**config.mk**
```make
export PLATFORM = sky130hd
export DESIGN_NAME = audio_module_register_bank_core
export DESIGN_NICKNAME = d
export VERILOG_FILES = /design/src/rtl/core/amrb_pkg.sv /design/src/rtl/core/audio_module_register_bank_core.sv /design/src/rtl/core/amrb_front.sv /design/src/rtl/core/amrb_queue.sv /design/src/rtl/core/amrb_back.sv
export SDC_FILE = /design/constraint.sdc
export NUM_CORES = 1
export LEC_CHECK = 0
export ABC_AREA = 1
export BUFFER_PORTS_ARGS = -buffer_cell sky130_fd_sc_hd__buf_2
export CAP_MARGIN = 20
export CELL_PAD_IN_SITES_DETAIL_PLACEMENT = 1
export CELL_PAD_IN_SITES_GLOBAL_PLACEMENT = 1
export CORE_UTILIZATION = 49
export DETAILED_ROUTE_END_ITERATION = 10
export PLACE_DENSITY_LB_ADDON = 0.1
export SYNTH_ARGS = -nofsm -noshare
export SYNTH_HDL_FRONTEND = slang
export SYNTH_SLANG_ARGS = --single-unit
```
**constraint.sdc**
```tcl
create_clock -name clk_i -period 11.1 [get_ports clk_i]
set_input_delay 0.555 -clock clk_i [delete_from_list [all_inputs] [get_ports clk_i]]
set_output_delay 0.555 -clock clk_i [all_outputs]
set_load 0.05 [all_outputs]
```
**src/rtl/core/amrb_pkg.sv**
```systemverilog
// Package of the audio module register bank: register map, reset values,
// command types passed from the front end to the back end. No dependencies.
package amrb_pkg;

  // Configuration defaults.
  localparam int unsigned LedCountDefault   = 3;
  localparam int unsigned QueueDepthDefault = 2;
  localparam int unsigned MaxDataBytes      = 9;

  // Register map.
  localparam logic [7:0] AddrMic       = 8'h00;
  localparam logic [7:0] AddrMode      = 8'h10;
  localparam logic [7:0] AddrPresent   = 8'h20;
  localparam logic [7:0] AddrBright    = 8'h30;
  localparam logic [7:0] AddrColourLo  = 8'h40;
  localparam logic [7:0] AddrColourHi  = 8'h48;
  localparam logic [7:0] AddrSave      = 8'hF0;
  localparam logic [7:0] AddrUpgrade   = 8'hFD;
  localparam logic [7:0] AddrVersion   = 8'hFE;
  localparam logic [7:0] AddrSlave     = 8'hFF;

  // Value limits and reset values.
  localparam logic [7:0] BrightMax     = 8'd100;
  localparam logic [6:0] BrightReset   = 7'd10;
  localparam logic [7:0] SlaveMin      = 8'h08;
  localparam logic [7:0] SlaveMax      = 8'h77;
  localparam logic [6:0] SlaveReset    = 7'h33;
  localparam logic [7:0] FwVersion     = 8'd1;

  // Input operation codes.
  localparam logic [1:0] OpBus         = 2'd0;
  localparam logic [1:0] OpPinRise     = 2'd1;
  localparam logic [1:0] OpPinLow      = 2'd2;

  // Command classes produced by the front end.
  typedef enum logic [3:0] {
    CMD_PIN_SET,
    CMD_PIN_CLR,
    CMD_RD_REG,
    CMD_RD_BURST,
    CMD_WR_MIC,
    CMD_WR_MODE,
    CMD_WR_BRIGHT,
    CMD_WR_COLOUR,
    CMD_WR_SLAVE,
    CMD_WR_UPGRADE,
    CMD_WR_SAVE,
    CMD_WR_REJECT
  } cmd_op_e;

  // Single-register read selection.
  typedef enum logic [2:0] {
    RD_MIC,
    RD_MODE,
    RD_PRESENT,
    RD_BRIGHT,
    RD_VERSION,
    RD_SLAVE
  } rd_sel_e;

  // One classified command as held in the queue.
  typedef struct packed {
    cmd_op_e         op;
    rd_sel_e         rd_sel;
    logic [3:0]      start;
    logic [3:0]      count;
    logic [8:0][7:0] data;
  } cmd_t;

  // One result item with the current pin levels.
  typedef struct packed {
    logic       kind;
    logic [7:0] rdata;
    logic       last;
    logic       mic;
    logic       mode;
    logic       led_upd;
    logic       save_req;
    logic       rst_req;
    logic       addr_chg;
    logic [6:0] slave;
  } res_t;

  // Back-end sequencer states.
  typedef enum logic {
    BK_IDLE,
    BK_BURST
  } back_state_e;

endpackage

```
**src/rtl/core/audio_module_register_bank_core.sv**
```systemverilog
// Audio module register bank, top level. A transaction enters the command queue at its
// accepting edge; the back end then pops it and loads its result into the output register.
// Throughput: one transaction per cycle while results are taken; a colour burst read
// holds the back end while it returns its bytes (up to nine) while a two-entry command queue
// lets new transactions in. Reset is asynchronous, active low, and restores all settings.
// Depends on amrb_pkg, amrb_front, amrb_queue and amrb_back.
module audio_module_register_bank_core #(
  parameter int unsigned LedCount   = amrb_pkg::LedCountDefault,
  parameter int unsigned QueueDepth = amrb_pkg::QueueDepthDefault
) (
  input  logic       clk_i,
  input  logic       rst_ni,
  input  logic       in_valid_i,
  output logic       in_stall_o,
  input  logic [1:0] operation_i,
  input  logic [7:0] reg_addr_i,
  input  logic [3:0] byte_count_i,
  input  logic [7:0] data0_i,
  input  logic [7:0] data1_i,
  input  logic [7:0] data2_i,
  input  logic [7:0] data3_i,
  input  logic [7:0] data4_i,
  input  logic [7:0] data5_i,
  input  logic [7:0] data6_i,
  input  logic [7:0] data7_i,
  input  logic [7:0] data8_i,
  output logic       out_valid_o,
  input  logic       out_stall_i,
  output logic       result_kind_o,
  output logic [7:0] read_data_o,
  output logic       last_byte_o,
  output logic       mic_enable_pin_o,
  output logic       hp_mode_pin_o,
  output logic       led_update_o,
  output logic       save_request_o,
  output logic       reset_request_o,
  output logic       address_changed_o,
  output logic [6:0] slave_address_o
);
  import amrb_pkg::*;

  logic            q_full;
  logic            q_empty;
  logic            q_push;
  logic            q_pop;
  cmd_t            push_cmd;
  cmd_t            pop_cmd;
  res_t            res;
  logic [8:0][7:0] data;

  assign data = {data8_i, data7_i, data6_i, data5_i, data4_i,
                 data3_i, data2_i, data1_i, data0_i};

  amrb_front #(
    .LedCount (LedCount)
  ) u_front (
    .in_valid_i   (in_valid_i),
    .in_stall_o   (in_stall_o),
    .operation_i  (operation_i),
    .reg_addr_i   (reg_addr_i),
    .byte_count_i (byte_count_i),
    .data_i       (data),
    .q_full_i     (q_full),
    .q_push_o     (q_push),
    .q_cmd_o      (push_cmd)
  );

  amrb_queue #(
    .Depth (QueueDepth)
  ) u_queue (
    .clk_i      (clk_i),
    .rst_ni     (rst_ni),
    .push_i     (q_push),
    .push_cmd_i (push_cmd),
    .pop_i      (q_pop),
    .pop_cmd_o  (pop_cmd),
    .full_o     (q_full),
    .empty_o    (q_empty)
  );

  amrb_back #(
    .LedCount (LedCount)
  ) u_back (
    .clk_i       (clk_i),
    .rst_ni      (rst_ni),
    .q_empty_i   (q_empty),
    .q_cmd_i     (pop_cmd),
    .q_pop_o     (q_pop),
    .out_valid_o (out_valid_o),
    .out_stall_i (out_stall_i),
    .res_o       (res)
  );

  // Unpack the result transaction onto the output ports.
  assign result_kind_o     = res.kind;
  assign read_data_o       = res.rdata;
  assign last_byte_o       = res.last;
  assign mic_enable_pin_o  = res.mic;
  assign hp_mode_pin_o     = res.mode;
  assign led_update_o      = res.led_upd;
  assign save_request_o    = res.save_req;
  assign reset_request_o   = res.rst_req;
  assign address_changed_o = res.addr_chg;
  assign slave_address_o   = res.slave;

endmodule

```
**src/rtl/core/amrb_front.sv**
```systemverilog
// Front end of the register bank: classifies each bus transaction or pin event
// into a command and pushes the ones it keeps into the queue. Depends on amrb_pkg.
module amrb_front #(
  parameter int unsigned LedCount = amrb_pkg::LedCountDefault
) (
  input  logic             in_valid_i,
  output logic             in_stall_o,
  input  logic [1:0]       operation_i,
  input  logic [7:0]       reg_addr_i,
  input  logic [3:0]       byte_count_i,
  input  logic [8:0][7:0]  data_i,
  input  logic             q_full_i,
  output logic             q_push_o,
  output amrb_pkg::cmd_t   q_cmd_o
);
  import amrb_pkg::*;

  localparam int unsigned ColourBytes = LedCount * 3;

  logic       keep;
  logic       one;
  logic [7:0] offset;
  logic       in_colour;

  assign one       = (byte_count_i == 4'd1);
  assign offset    = reg_addr_i - AddrColourLo;
  assign in_colour = (reg_addr_i >= AddrColourLo) && (reg_addr_i <= AddrColourHi);

  // Decode the transaction; items that cause nothing are dropped here.
  always_comb begin
    keep            = 1'b1;
    q_cmd_o.op      = CMD_WR_REJECT;
    q_cmd_o.rd_sel  = RD_MIC;
    q_cmd_o.start   = offset[3:0];
    q_cmd_o.count   = byte_count_i;
    q_cmd_o.data    = data_i;
    case (operation_i)
      OpPinRise: q_cmd_o.op = CMD_PIN_SET;
      OpPinLow:  q_cmd_o.op = CMD_PIN_CLR;
      OpBus: begin
        if (byte_count_i == 4'd0) begin
          q_cmd_o.op = CMD_RD_REG;
          if (in_colour) begin
            q_cmd_o.op = CMD_RD_BURST;
            if (offset >= 8'(ColourBytes)) keep = 1'b0;
          end else begin
            case (reg_addr_i)
              AddrMic:     q_cmd_o.rd_sel = RD_MIC;
              AddrMode:    q_cmd_o.rd_sel = RD_MODE;
              AddrPresent: q_cmd_o.rd_sel = RD_PRESENT;
              AddrBright:  q_cmd_o.rd_sel = RD_BRIGHT;
              AddrVersion: q_cmd_o.rd_sel = RD_VERSION;
              AddrSlave:   q_cmd_o.rd_sel = RD_SLAVE;
              default:     keep = 1'b0;
            endcase
          end
        end else if (in_colour) begin
          if (byte_count_i <= 4'(MaxDataBytes)) q_cmd_o.op = CMD_WR_COLOUR;
        end else if (one) begin
          case (reg_addr_i)
            AddrMic:     q_cmd_o.op = CMD_WR_MIC;
            AddrMode:    q_cmd_o.op = CMD_WR_MODE;
            AddrBright:  q_cmd_o.op = CMD_WR_BRIGHT;
            AddrSlave:   q_cmd_o.op = CMD_WR_SLAVE;
            AddrUpgrade: q_cmd_o.op = CMD_WR_UPGRADE;
            AddrSave:    q_cmd_o.op = CMD_WR_SAVE;
            default:     q_cmd_o.op = CMD_WR_REJECT;
          endcase
        end
      end
      default: keep = 1'b0;
    endcase
  end

  // Accept whenever the queue has room.
  assign in_stall_o = q_full_i;
  assign q_push_o   = in_valid_i && !q_full_i && keep;

endmodule

```
**src/rtl/core/amrb_queue.sv**
```systemverilog
// Command queue between the front end and the back end of the register bank.
// Small circular buffer of commands. Depends on amrb_pkg.
module amrb_queue #(
  parameter int unsigned Depth = amrb_pkg::QueueDepthDefault
) (
  input  logic           clk_i,
  input  logic           rst_ni,
  input  logic           push_i,
  input  amrb_pkg::cmd_t push_cmd_i,
  input  logic           pop_i,
  output amrb_pkg::cmd_t pop_cmd_o,
  output logic           full_o,
  output logic           empty_o
);
  import amrb_pkg::*;

  localparam int unsigned PtrW = (Depth > 1) ? $clog2(Depth) : 1;
  localparam int unsigned CntW = $clog2(Depth + 1);

  cmd_t            mem_q [Depth];
  logic [PtrW-1:0] wr_ptr_q, wr_ptr_d;
  logic [PtrW-1:0] rd_ptr_q, rd_ptr_d;
  logic [CntW-1:0] cnt_q, cnt_d;

  assign full_o    = (cnt_q == CntW'(Depth));
  assign empty_o   = (cnt_q == '0);
  assign pop_cmd_o = mem_q[rd_ptr_q];

  // Pointer and fill count update.
  always_comb begin
    wr_ptr_d = wr_ptr_q;
    rd_ptr_d = rd_ptr_q;
    cnt_d    = cnt_q;
    if (push_i) begin
      wr_ptr_d = (wr_ptr_q == PtrW'(Depth - 1)) ? '0 : wr_ptr_q + 1'b1;
    end
    if (pop_i) begin
      rd_ptr_d = (rd_ptr_q == PtrW'(Depth - 1)) ? '0 : rd_ptr_q + 1'b1;
    end
    if (push_i && !pop_i) cnt_d = cnt_q + 1'b1;
    else if (!push_i && pop_i) cnt_d = cnt_q - 1'b1;
  end

  always_ff @(posedge clk_i or negedge rst_ni) begin
    if (!rst_ni) begin
      wr_ptr_q <= '0;
      rd_ptr_q <= '0;
      cnt_q    <= '0;
    end else begin
      wr_ptr_q <= wr_ptr_d;
      rd_ptr_q <= rd_ptr_d;
      cnt_q    <= cnt_d;
    end
  end

  // Entry storage carries payload only.
  always_ff @(posedge clk_i) begin
    if (push_i) mem_q[wr_ptr_q] <= push_cmd_i;
  end

endmodule

```
**src/rtl/core/amrb_back.sv**
```systemverilog
// Back end of the register bank: holds the settings, carries out queued
// commands and drives the output register. Depends on amrb_pkg.
module amrb_back #(
  parameter int unsigned LedCount = amrb_pkg::LedCountDefault
) (
  input  logic           clk_i,
  input  logic           rst_ni,
  input  logic           q_empty_i,
  input  amrb_pkg::cmd_t q_cmd_i,
  output logic           q_pop_o,
  output logic           out_valid_o,
  input  logic           out_stall_i,
  output amrb_pkg::res_t res_o
);
  import amrb_pkg::*;

  localparam int unsigned ColourBytes = LedCount * 3;
  localparam int unsigned IdxW        = (ColourBytes > 1) ? $clog2(ColourBytes) : 1;

  back_state_e     state_q, state_d;
  logic [IdxW-1:0] idx_q, idx_d;
  logic            mic_q, mic_d;
  logic            mode_q, mode_d;
  logic            present_q, present_d;
  logic [6:0]      bright_q, bright_d;
  logic [6:0]      slave_q, slave_d;
  logic            smic_q, smic_d;
  logic            smode_q, smode_d;
  logic [6:0]      sbright_q, sbright_d;
  logic [7:0]      colour_q [ColourBytes];
  logic [7:0]      colour_d [ColourBytes];

  logic            out_valid_q, out_valid_d;
  logic            kind_q, kind_d;
  logic [7:0]      rdata_q, rdata_d;
  logic            last_q, last_d;
  logic            led_q, led_d;
  logic            save_q, save_d;
  logic            rst_q, rst_d;
  logic            achg_q, achg_d;

  logic            can_load;
  logic [7:0]      d0;
  logic [IdxW-1:0] first_idx;
  logic [IdxW-1:0] burst_idx;
  logic            burst_last;

  assign can_load  = !out_valid_q || !out_stall_i;
  assign d0        = q_cmd_i.data[0];
  assign first_idx = IdxW'(q_cmd_i.start);
  assign burst_idx = (state_q == BK_IDLE) ? first_idx : idx_q;
  assign burst_last = ((IdxW + 1)'(burst_idx) + 1'b1) == (IdxW + 1)'(ColourBytes);

  // Command execution and output register loading.
  always_comb begin
    state_d     = state_q;
    idx_d       = idx_q;
    mic_d       = mic_q;
    mode_d      = mode_q;
    present_d   = present_q;
    bright_d    = bright_q;
    slave_d     = slave_q;
    smic_d      = smic_q;
    smode_d     = smode_q;
    sbright_d   = sbright_q;
    for (int j = 0; j < ColourBytes; j++) colour_d[j] = colour_q[j];
    q_pop_o     = 1'b0;
    out_valid_d = out_valid_q && out_stall_i;
    kind_d      = kind_q;
    rdata_d     = rdata_q;
    last_d      = last_q;
    led_d       = led_q;
    save_d      = save_q;
    rst_d       = rst_q;
    achg_d      = achg_q;
    case (state_q)
      BK_IDLE: begin
        if (!q_empty_i && can_load) begin
          q_pop_o = 1'b1;
          // Defaults for a write acknowledge.
          kind_d  = 1'b1;
          rdata_d = 8'd0;
          last_d  = 1'b1;
          led_d   = 1'b0;
          save_d  = 1'b0;
          rst_d   = 1'b0;
          achg_d  = 1'b0;
          out_valid_d = 1'b1;
          case (q_cmd_i.op)
            CMD_PIN_SET: begin
              present_d   = 1'b1;
              out_valid_d = 1'b0;
            end
            CMD_PIN_CLR: begin
              present_d   = 1'b0;
              out_valid_d = 1'b0;
            end
            CMD_RD_REG: begin
              kind_d = 1'b0;
              case (q_cmd_i.rd_sel)
                RD_MIC:     rdata_d = {7'd0, mic_q};
                RD_MODE:    rdata_d = {7'd0, mode_q};
                RD_PRESENT: rdata_d = {7'd0, present_q};
                RD_BRIGHT:  rdata_d = {1'b0, bright_q};
                RD_VERSION: rdata_d = FwVersion;
                RD_SLAVE:   rdata_d = {1'b0, slave_q};
                default:    rdata_d = 8'd0;
              endcase
            end
            CMD_RD_BURST: begin
              kind_d  = 1'b0;
              rdata_d = colour_q[burst_idx];
              last_d  = burst_last;
              if (!burst_last) begin
                idx_d   = burst_idx + 1'b1;
                state_d = BK_BURST;
              end
            end
            CMD_WR_MIC: begin
              if (d0 <= 8'd1) mic_d = d0[0];
            end
            CMD_WR_MODE: begin
              if (d0 <= 8'd1) mode_d = d0[0];
            end
            CMD_WR_BRIGHT: begin
              if (d0 <= BrightMax && d0[6:0] != bright_q) begin
                bright_d = d0[6:0];
                led_d    = 1'b1;
              end
            end
            CMD_WR_COLOUR: begin
              // Each colour byte takes the data byte that lands on it.
              for (int j = 0; j < ColourBytes; j++) begin
                if (4'(j) >= q_cmd_i.start &&
                    (4'(j) - q_cmd_i.start) < q_cmd_i.count) begin
                  colour_d[j] = q_cmd_i.data[4'(j) - q_cmd_i.start];
                end
              end
              led_d = 1'b1;
            end
            CMD_WR_SLAVE: begin
              if (d0 >= SlaveMin && d0 <= SlaveMax && d0[6:0] != slave_q) begin
                slave_d = d0[6:0];
                achg_d  = 1'b1;
              end
            end
            CMD_WR_UPGRADE: begin
              if (d0 != 8'd0) rst_d = 1'b1;
            end
            CMD_WR_SAVE: begin
              if (d0 == 8'd1 && (mic_q != smic_q || mode_q != smode_q ||
                                 bright_q != sbright_q)) begin
                smic_d    = mic_q;
                smode_d   = mode_q;
                sbright_d = bright_q;
                save_d    = 1'b1;
              end
            end
            default: begin
              // Rejected write: plain acknowledge.
            end
          endcase
        end
      end
      BK_BURST: begin
        // Remaining bytes of a colour burst, one per cycle while results are taken.
        if (can_load) begin
          out_valid_d = 1'b1;
          kind_d      = 1'b0;
          rdata_d     = colour_q[burst_idx];
          last_d      = burst_last;
          led_d       = 1'b0;
          save_d      = 1'b0;
          rst_d       = 1'b0;
          achg_d      = 1'b0;
          idx_d       = burst_idx + 1'b1;
          if (burst_last) state_d = BK_IDLE;
        end
      end
      default: state_d = BK_IDLE;
    endcase
  end

  // Control state and settings.
  always_ff @(posedge clk_i or negedge rst_ni) begin
    if (!rst_ni) begin
      state_q     <= BK_IDLE;
      idx_q       <= '0;
      out_valid_q <= 1'b0;
      mic_q       <= 1'b1;
      mode_q      <= 1'b0;
      present_q   <= 1'b0;
      bright_q    <= BrightReset;
      slave_q     <= SlaveReset;
      smic_q      <= 1'b1;
      smode_q     <= 1'b0;
      sbright_q   <= BrightReset;
      for (int j = 0; j < ColourBytes; j++) colour_q[j] <= 8'd0;
    end else begin
      state_q     <= state_d;
      idx_q       <= idx_d;
      out_valid_q <= out_valid_d;
      mic_q       <= mic_d;
      mode_q      <= mode_d;
      present_q   <= present_d;
      bright_q    <= bright_d;
      slave_q     <= slave_d;
      smic_q      <= smic_d;
      smode_q     <= smode_d;
      sbright_q   <= sbright_d;
      for (int j = 0; j < ColourBytes; j++) colour_q[j] <= colour_d[j];
    end
  end

  // Output payload register.
  always_ff @(posedge clk_i) begin
    kind_q  <= kind_d;
    rdata_q <= rdata_d;
    last_q  <= last_d;
    led_q   <= led_d;
    save_q  <= save_d;
    rst_q   <= rst_d;
    achg_q  <= achg_d;
  end

  // Settings do not change while a result waits, so pin levels come from state.
  assign out_valid_o    = out_valid_q;
  assign res_o.kind     = kind_q;
  assign res_o.rdata    = rdata_q;
  assign res_o.last     = last_q;
  assign res_o.mic      = mic_q;
  assign res_o.mode     = mode_q;
  assign res_o.led_upd  = led_q;
  assign res_o.save_req = save_q;
  assign res_o.rst_req  = rst_q;
  assign res_o.addr_chg = achg_q;
  assign res_o.slave    = slave_q;

endmodule
```
# --- Yosys cells after proc, flatten, opt, wreduce, memory -nomap -nowiden ---
# Memories as Yosys holds them, arrays and structs flattened.
# Cells that the tools add are included.
word_totals:
  word_cells: 271
  out_inout_bits: 25
  mem_bits_rw: 174
  mem_count: 1
  register_bits: 122
memory_table:
  columns: ["name", "words", "word_bits", "read_ports", "rd_ports_with_merged_regs", "wr", "line", "rtl"]
  rows:
  - ["u_queue.mem_q", 2, 87, 1, 0, 1, "amrb_queue.sv:20", "cmd_t mem_q [Depth];"]
op_classes:
  n_lt_le_gt_ge: 36
  n_eq_ne: 37
  bitwise_logic: 2
  n_addsub: 16
  reduce_logical: 59
  n_mux: 90
ops:
  columns: ["op", "n"]
  rows:
  - ["binary-select mux 8 bit (select 4 bit)", 10]
  - ["2-to-1 mux 8 bit", 13]
  - ["AND reduction 4 bit", 15]
  - ["less-than comparator 4 x 5 -> 1 bit, second input constant", 9]
  - ["case mux 7 bit (6 select lines)", 1]
  - ["less-than comparator 4 bit", 9]
  - ["2-to-1 mux 4 bit", 9]
  - ["2-to-1 mux 1 bit", 35]
  - ["equality test 8 bit, second input constant", 4]
  - ["case mux 8 bit (2 select lines)", 2]
  - ["less-or-equal comparator 8 x 7 -> 1 bit, second input constant", 3]
  - ["case mux 4 bit (6 select lines)", 1]
  - ["case mux 1 bit (2 select lines)", 11]
  - ["inequality test 7 bit", 3]
  - ["logical AND 1 bit", 20]
  - ["equality test 4 x 3 -> 1 bit, second input constant", 4]
  - ["equality test 8 x 6 -> 1 bit, second input constant", 2]
  - [">= comparator 3 x 4 -> 1 bit, first input constant", 4]
  - [">= comparator 8 x 4 -> 1 bit, second input constant", 2]
  - ["subtractor 3 x 4 -> 4 bit, first input constant", 4]
  - ["case mux 3 bit (5 select lines)", 1]
  - ["equality test 4 bit, second input constant", 3]
  - ["case mux 4 bit (3 select lines)", 1]
  - ["2-to-1 mux 3 bit", 3]
  - ["other kinds (44)", 71]

# --- Depth between registers and ports, before layout ---
# Gate-level depths: netlist of the first run.
logic_depth:
  word_depth: 11
  depth_mapped: 21
  depth_no_buf: 18

# --- Modules after synthesis ---
# Synthesis of the first run repeated with hierarchy kept, for this count alone.
hier_totals:
  cells_unflattened: 2218
  area_unflattened_um2: 18514.0
by_module_without_submodules:
  columns: ["module", "area_per_inst_um2", "instances", "seq_area_each_um2", "cells_each"]
  rows:
  - ["amrb_back", 10933.0, 1, 3035.4, 1759]
  - ["amrb_queue", 6561.3, 1, 5325.1, 296]
  - ["amrb_front", 1019.7, 1, 0.0, 163]

# --- Least setup slack after synthesis of the first run ---
# Ideal clock, no wire load.
synth_timing:
  path_type: "input to register"
  startpoint: "input reg_addr_i[1]"
  endpoint: "memory u_queue.mem_q[0][0] in the netlist's numbering, enable pin"
  arrival_ps: 4944
  path_buffers: 0
  setup_slack_ps: 5622
  path_stages: 9
  cell_sequence: "nor2_1 > nand2_1 > nor2_1 > nand2_1 > nand3_1 > nand2_1 > nand3b_1 > nand2_1 > nor2_1"
synth_via:
  elab_chain_cells: 9
synth_rtl:
  columns: ["element", "line", "rtl"]
  rows:
  - ["from (decl)", "audio_module_register_bank_core.sv:16", "input logic [7:0] reg_addr_i,"]
  - ["subtractor 8 x 7 -> 8 bit, or another cell as far along", "amrb_front.sv:26", "assign offset = reg_addr_i - AddrColourLo;"]
  - [">= comparator 8 x 4 -> 1 bit / OR reduction 6 bit (equally long branches)", null, null]
  - ["2-to-1 mux 1 bit (on tied branches)", "amrb_front.sv:45, amrb_front.sv:47", null]
  - ["2-to-1 mux 1 bit *", "amrb_front.sv:43", "if (in_colour) begin"]
  - ["2-to-1 mux 1 bit *", "amrb_front.sv:41", "if (byte_count_i == 4'd0) begin"]
  - ["case mux 1 bit (2 select lines) *", "amrb_front.sv:37", "case (operation_i)"]
  - ["logical AND 1 bit *", "amrb_front.sv:77", "assign q_push_o = in_valid_i && !q_full_i && keep;"]
  - ["2-to-1 mux 1 bit *", "amrb_queue.sv:58", "if (push_i) mem_q[wr_ptr_q] <= push_cmd_i;"]
  - ["2-to-1 mux 1 bit (implied by the code) *", "amrb_queue.sv:58", null]
  - ["to (decl)", "amrb_queue.sv:20", null]
# Mark *: on every way between the ends. The rest lies on a longest branch, timed or not.

# --- Final worst setup path of the first run ---
layout_timing:
  startpoint: "register u_queue.rd_ptr_q"
  endpoint: "register u_back.colour_q[18] in the netlist's numbering"
layout_via:
  elab_chain_cells: 5
layout_rtl:
  columns: ["element", "line", "rtl"]
  rows:
  - ["from (decl)", "amrb_queue.sv:22", "logic [PtrW-1:0] rd_ptr_q, rd_ptr_d;"]
  - ["from (signal assigned)", "amrb_queue.sv:51", "rd_ptr_q <= rd_ptr_d;"]
  - ["memory read (2 x 87 bit) *", null, null]
  - ["subtractor 3 x 4 -> 4 bit", "amrb_back.sv:135, amrb_back.sv:136", null]
  - ["less-than comparator 4 bit", "amrb_back.sv:135", "(4'(j) - q_cmd_i.start) < q_cmd_i.count) begin"]
  - ["logical AND 1 bit", "amrb_back.sv:134", "if (4'(j) >= q_cmd_i.start &&"]
  - ["AND reduction 4 bit (no line)", null, null]
  - ["to (decl)", "amrb_back.sv:30", "logic [7:0] colour_q [ColourBytes];"]
# Mark *: on every way between the ends. The rest lies on a longest branch, timed or not. The select of a mux whose other input is x is not followed.
# A chain may end at the register's enable or synchronous reset.

==> impl_metrics.json, run 1 <==
{
  "run_status": "finished, final reports clean",
  "synth-seq-area-share": 0.478,
  "antenna_cells": 0,
  "timing.critical_path.cells": "inv_2, nand2_1, nand2_2, buf_4, inv_1, ha_1, buf_4, inv_2, ha_1, a21o_1, nand2_1, nand4_1, nor2_1, nand2_1, nand2_1",
  "post_synth_num_cell_types": 45,
  "tightest_slew_ps": 1010,
  "max-vdd-ir-drop_mv": 0.192,
  "tritoncts": "yes",
  "floorplan.initialDensity": 0.502,
  "synth_ff_type": "sky130_fd_sc_hd__edfxtp_1",
  "grt_overflow": 0,
  "cts_htree_levels": 1,
  "fin_ws_ps": 5770,
  "synth_warnings": 0,
  "nets": 2465,
  "ys_seq_elements": 296,
  "area_delta_synth_final_pct": 11.2,
  "dp.final_hpwl_um": 48900,
  "leakage_nw": 8.97,
  "clock_sinks": 296,
  "critPathTopFamily": "buffers and inverters",
  "worst_ep_arrival_time_ps": 5860,
  "maximum_operating_frequency_ghz": 0.188,
  "worstSetupPathType": "reg2reg",
  "pin_count_of_the_biggest_net_entering_global_routing": 108,
  "clock_transition_at_the_registers_of_the_reported_paths_ps": 70,
  "tritoncts.num_buffers": 31,
  "drive_above_1_share": 0.101,
  "floorplan.io_pins": 115,
  "detail_route.first_pass.iterations": 6,
  "timing.critical_path.mode_cell": "sky130_fd_sc_hd__nand2_1",
  "p_total_mw": 6.75,
  "r2r_start": "u_queue.rd_ptr_q",
  "final.setup.tns_ps": 0,
  "multi_input_area_mm2": 0.00792,
  "drc": 0,
  "cts_root_buf": "sky130_fd_sc_hd__clkbuf_16",
  "area.sequential_mm2": 0.00836,
  "post_cts_sizing_count": 0,
  "clockBufferDepth": 3,
  "number_of_setup_violations_in_the_final_report": 0,
  "std_cell_rows": 68,
  "post-route-period-util": 0.480,
  "drv_cap": 0,
  "worst_setup_path_startpoint": "u_queue.rd_ptr_q",
  "critPathBufInv": 5,
  "timing.critical_path.to_type": "flip-flop",
  "power_per_cell_area_mw_per_mm2": 347,
  "wirelength_um": 65300,
  "critical_path.max_stage_delay_ps": 680,
  "number_of_enable_flip_flop_cells_after_synthesis": 188,
  "drt-wirelength-per-cell_um": 23.2,
  "reg2regPathDepth": 15,
  "finalWeightedCongestion": 1.00,
  "netlist_area_before_placement_mm2": 0.0175,
  "area_enclosed_by_the_die_boundary_mm2": 0.0364,
  "grt_first_pass_wirelength_um": 98700,
  "drt_iter0_markers": 1669,
  "cp_max_fo": 58,
  "post_synthesis_cells": 2260,
  "cp-endpoint": "u_back.colour_q[18]",
  "synth-async-reset-ratio": 0.365,
  "globalRouteTotalUtil": 0.363,
  "final_antenna_net_count": 0,
  "maxSlewHeadroom": 0.327,
  "chipHeight_um": 191,
  "unrepaired_setup_endpoints_after_global_routing": "false",
  "dpl_worst_slack_ps": 5840,
  "mostFrequentLayoutCell": "sky130_fd_sc_hd__nand2_1",
  "holdCritPathClass": "in2reg",
  "cp_slowest_cell": "sky130_fd_sc_hd__dfrtp_4",
  "fp.dieW_um": 191,
  "drv_slew": 0,
  "postSynthAreaPerCell_um2": 7.74,
  "postSynthNetCount": 2388,
  "min_cycle_time_layout_ps": 5330,
  "r2r_end": "u_back.colour_q[18]",
  "fp.coreArea_mm2": 0.0348,
  "io_buffer_count": 114,
  "vias": 16800,
  "number_of_global_route_vias_before_repair": 17000,
  "setup.worst_path.start_class": "flip-flop",
  "avgViaCountPerCell": 5.96,
  "n_fill_cell": 4326,
  "fin_skew_ps": 13.0,
  "antenna_found_initial": 1,
  "critical_path_rt_ps": 11630,
  "layout_common_cells": "sky130_fd_sc_hd__nand2_1, sky130_fd_sc_hd__nand3_1, sky130_fd_sc_hd__inv_1, sky130_fd_sc_hd__edfxtp_1, sky130_fd_sc_hd__o21ai_0",
  "path_depth": 15,
  "r2r_setup_slack_ps": 5770,
  "finalHoldViolCount": 0,
  "worstSkewPairLatency_ps": 610
}
[metal layers]
| layer | share of wire | global-route usage |
|---|---|---|
| met4 | 0.053 | 0.172 |
| met1 | 0.40 | 0.460 |
| met5 | 0.00017 | 0 |
| met3 | 0.080 | 0.0712 |
| met2 | 0.47 | 0.594 |
[worst min-delay path by stage]
stage	start	to	cells after the start
final	data6_i[5]	u_queue.mem_q[1][53]	1
after global routing	data8_i[6]	u_queue.mem_q[1][70]	1
after CTS	data6_i[5]	u_queue.mem_q[1][53]	1
after detailed placement	u_back.colour_q[41]	u_back.colour_q[41]	2
after global placement	u_back.sbright_q[3]	u_back.sbright_q[3]	2
after floorplan	rst_ni	u_back.bright_q[0]	0
[synth_stat cells (4+ instances only)]
| cell | count | area share |
|---|---|---|
| sky130_fd_sc_hd__nand2_1 | 777 | 0.17 |
| sky130_fd_sc_hd__nand3_1 | 475 | 0.14 |
| sky130_fd_sc_hd__inv_1 | 196 | 0.042 |
| sky130_fd_sc_hd__edfxtp_1 | 188 | 0.32 |
| sky130_fd_sc_hd__o21ai_0 | 123 | 0.035 |
| sky130_fd_sc_hd__dfrtp_1 | 98 | 0.14 |
| sky130_fd_sc_hd__nor2_1 | 87 | 0.019 |
| sky130_fd_sc_hd__nand4_1 | 40 | 0.014 |
| sky130_fd_sc_hd__ha_1 | 38 | 0.027 |
| sky130_fd_sc_hd__buf_2 | 34 | 0.0097 |
| sky130_fd_sc_hd__clkbuf_1 | 32 | 0.0069 |
| sky130_fd_sc_hd__a21oi_1 | 17 | 0.0049 |
| sky130_fd_sc_hd__buf_1 | 16 | 0.0034 |
| sky130_fd_sc_hd__xor2_1 | 14 | 0.0070 |
| sky130_fd_sc_hd__dfstp_2 | 10 | 0.015 |
| sky130_fd_sc_hd__nor3_1 | 10 | 0.0029 |
| sky130_fd_sc_hd__inv_2 | 9 | 0.0019 |
| sky130_fd_sc_hd__nand2_2 | 9 | 0.0032 |
| sky130_fd_sc_hd__nand3b_1 | 9 | 0.0039 |
| sky130_fd_sc_hd__o22ai_1 | 8 | 0.0029 |
| sky130_fd_sc_hd__o21ai_1 | 7 | 0.0020 |
| sky130_fd_sc_hd__buf_4 | 5 | 0.0021 |
| sky130_fd_sc_hd__buf_6 | 5 | 0.0032 |
| sky130_fd_sc_hd__clkinv_1 | 5 | 0.0011 |
| sky130_fd_sc_hd__o211ai_1 | 5 | 0.0021 |
| sky130_fd_sc_hd__or2_2 | 5 | 0.0018 |
| sky130_fd_sc_hd__a21oi_2 | 4 | 0.0020 |
| sky130_fd_sc_hd__nor2_2 | 4 | 0.0014 |
[state kept, by name, indices dropped and copies added (netlist names), 2 cells and up]
register          count
u_back.slave_q        7
u_back.idx_q          4
u_queue.cnt_q         2
u_back.sbright_q      7
u_back.colour_q      72
u_back.bright_q       7
u_back.rdata_q        8
u_queue.mem_q       174
[final cells by class]
class / count / share of cell area
Timing Repair Buffer: 136 / 0.0402
Clock buffer: 37 / 0.0411
Clock inverter: 17 / 0.0114
Sequential cell: 296 / 0.430
Tap cell: 455 / 0.0293
Inverter: 210 / 0.0405
Multi-Input combinational cell: 1662 / 0.407
[worst register-to-register path, stage by stage (launching register included)]
cell                      delay, ps
sky130_fd_sc_hd__dfrtp_4        680
sky130_fd_sc_hd__inv_2          580
sky130_fd_sc_hd__nand2_1        200
sky130_fd_sc_hd__nand2_2         90
sky130_fd_sc_hd__buf_4          520
sky130_fd_sc_hd__inv_1          250
sky130_fd_sc_hd__ha_1           330
sky130_fd_sc_hd__buf_4          260
sky130_fd_sc_hd__inv_2          660
sky130_fd_sc_hd__ha_1           370
sky130_fd_sc_hd__a21o_1         190
sky130_fd_sc_hd__nand2_1         60
sky130_fd_sc_hd__nand4_1        300
sky130_fd_sc_hd__nor2_1         550
sky130_fd_sc_hd__nand2_1        130
sky130_fd_sc_hd__nand2_1        100
[stage by stage]
stage	std cells	cell area [µm²]	util	hold WS, ps
2_1_floorplan	2260	17500	-	259
3_3_place_gp	2753	18300	0.527	456
3_5_place_dp	2753	18300	0.527	461
4_1_cts	2808	19400	0.556	125
5_1_grt	2813	19400	0.559	130
6_report	2813	19400	0.559	133
[report_power, final]
group	internal [mW]	leakage, nW	switching (mW)	total, mW
logic	1.00	5.35	3.06	4.05
registers	1.45	3.13	0.176	1.62
clock network	0.626	0.497	0.446	1.07
[timing repair]
item,in CTS,in global routing
endpoints found under the hold margin,20,0
setup buffers,0,0
hold buffers,1,0
[logic make-up (layout without fill, tap and decap cells)]
family,Yosys count,after routing,synth area share
AO/OA/AOI/OAI,176,176,0.0556
AND/OR/NAND/NOR,1424,1424,0.353
flip-flops,296,296,0.478
XOR/XNOR,21,21,0.0135
adder cells (fa/ha/maj),38,38,0.0272
multiplexers,3,3,0.00172
buffers and inverters,302,400,0.0705
Note: power is estimated with default switching activity, not from simulation.
==> run 2, diff against run 1 <==
CORE_UTILIZATION = 46   (was 49)
clock period = 5.5 ns   (was 11.1 ns; I/O delays follow)
==> impl_metrics.json, run 2 (synthesized netlist as in run 1, its figures left out) <==
{
  "run_status": "finished, final reports clean",
  "fin_skew_ps": 25.2,
  "layout_common_cells": "sky130_fd_sc_hd__nand2_1, sky130_fd_sc_hd__nand3_1, sky130_fd_sc_hd__inv_1, sky130_fd_sc_hd__edfxtp_1, sky130_fd_sc_hd__o21ai_0",
  "drc": 0,
  "worst_ep_arrival_time_ps": 4980,
  "drt-wirelength-per-cell_um": 22.9,
  "largestRegisters": "u_queue.mem_q x174, u_back.colour_q x72, u_back.rdata_q x8",
  "finalWeightedCongestion": 0.953,
  "timing.critical_path.to_type": "flip-flop",
  "detail_route.first_pass.iterations": 5,
  "worstSkewPairLatency_ps": 560,
  "grt_overflow": 0,
  "nets": 2553,
  "pin_count_of_the_biggest_net_entering_global_routing": 144,
  "drv_slew": 0,
  "std_cell_rows": 71,
  "io_buffer_count": 114,
  "post-route-period-util": 0.814,
  "post-cts-setup-buffers": 0,
  "drt_iter0_markers": 1368,
  "leakage_nw": 9.37,
  "worst_setup_path_startpoint": "u_queue.rd_ptr_q",
  "largest_reg_flops": 174,
  "drive_above_1_share": 0.101,
  "worstSetupPathType": "reg2reg",
  "unrepaired_setup_endpoints_after_global_routing": "false",
  "final_core_utilization": 0.544,
  "timing.hold.worst.start": "operation_i[1]",
  "maximum_operating_frequency_ghz": 0.223,
  "clockBufferDepth": 3,
  "post_cts_sizing_count": 0,
  "tritoncts.num_buffers": 34,
  "clock_sinks": 296,
  "wirelength_um": 67700,
  "final.setup.tns_ps": 0,
  "number_of_global_route_vias_before_repair": 17100,
  "avgViaCountPerCell": 5.69,
  "tritoncts": "yes",
  "area_delta_synth_final_pct": 16.8,
  "cp_max_fo": 20,
  "r2r_start": "u_queue.rd_ptr_q",
  "critical_path_rt_ps": 6000,
  "setup.worst_path.start_class": "flip-flop",
  "clock_transition_at_the_registers_of_the_reported_paths_ps": 60,
  "min_cycle_time_layout_ps": 4480,
  "grt_first_pass_wirelength_um": 102000,
  "vias": 16800,
  "number_of_setup_violations_in_the_final_report": 0,
  "finalHoldViolCount": 0,
  "floorplan.io_pins": 115,
  "top_register": "u_queue.mem_q",
  "antenna_cells": 0,
  "tightest_slew_ps": 1120,
  "mostFrequentLayoutCell": "sky130_fd_sc_hd__nand2_1",
  "globalRouteTotalUtil": 0.353,
  "antenna_found_initial": 0,
  "dp.final_hpwl_um": 48600,
  "power_per_cell_area_mw_per_mm2": 675,
  "drv_cap": 0,
  "fp.coreArea_mm2": 0.0376,
  "cts_htree_levels": 2,
  "floorplan.initialDensity": 0.465,
  "maxSlewHeadroom": 0.252,
  "final_antenna_net_count": 0,
  "max-vdd-ir-drop_mv": 0.330,
  "holdCritPathClass": "in2reg",
  "area_enclosed_by_the_die_boundary_mm2": 0.0388,
  "cts_root_buf": "sky130_fd_sc_hd__clkbuf_16",
  "chipHeight_um": 197,
  "fp.dieW_um": 197,
  "r2r_setup_slack_ps": 1020
}
==> run 2: repair_timing <==
item                                    CTS  global route
hold endpoints to repair                198             0
hold buffers                             81             0
endpoints found under the setup margin    0             0
==> run 2: per-layer routing <==
metal  track usage  share of wire  vias to the layer above
met5             0              0                        -
met4         0.203          0.058                        0
met3        0.0342          0.045                      166
met2         0.593           0.48                      541
met1         0.446           0.41                     8264
li1              -              -                     7861
==> run 2: report_power, final <==
| part | internal, mW | switching [mW] |
|---|---|---|
| clock | 1.34 | 0.956 |
| sequential | 2.92 | 0.285 |
| combinational | 2.10 | 6.19 |
| total | 6.36 | 7.43 |
==> run 2: worst paths after layout <==
kind                       cells after the start                    to
hold reg to reg                                2    u_back.colour_q[8]
setup reg to reg                              12   u_back.colour_q[31]
setup / recovery                              12   u_back.colour_q[31]
hold / removal                                 3  u_queue.mem_q[0][83]
max in group asynchronous                      3   u_back.colour_q[22]
min in group asynchronous                      2     u_back.slave_q[6]
==> run 2: worst max-delay path: stages (launching register included) <==
cell and delay, ps:
sky130_fd_sc_hd__dfrtp_4 520, sky130_fd_sc_hd__inv_2 270, sky130_fd_sc_hd__nand2_1 150, sky130_fd_sc_hd__nand2_2 360, sky130_fd_sc_hd__inv_1 180, sky130_fd_sc_hd__ha_1 750
sky130_fd_sc_hd__clkinv_1 700, sky130_fd_sc_hd__ha_1 440, sky130_fd_sc_hd__a21oi_1 140, sky130_fd_sc_hd__nand4_1 320, sky130_fd_sc_hd__nor2_2 370, sky130_fd_sc_hd__nand2_1 110
sky130_fd_sc_hd__nand2_1 80
==> run 2: final cells by class <==
cell class / count / area, µm²
fillers: 4620 / 17100
flip-flops and latches: 296 / 8360
multi-input cells: 1662 / 7920
repair buffers: 221 / 1620
clock buffers: 44 / 930
inverters: 210 / 788
well taps: 511 / 639
clock inverters: 16 / 169
==> run 2: metrics by stage <==
step / hold WS (ps) / total power, mW / worst slack (ps) / instance area [µm²] / cells
after global placement: 325 / 11.1 / 1390 / 18500 / 2819
final: 66.9 / 13.8 / 1020 / 20400 / 2960
after floorplan: -20.6 / 8.51 / 302 / 17500 / 2260
after global routing: 90.9 / 14.6 / 702 / 20400 / 2960
after CTS: 56.3 / 13.6 / 1100 / 20400 / 2960
after detailed placement: 332 / 11.2 / 1100 / 18500 / 2819
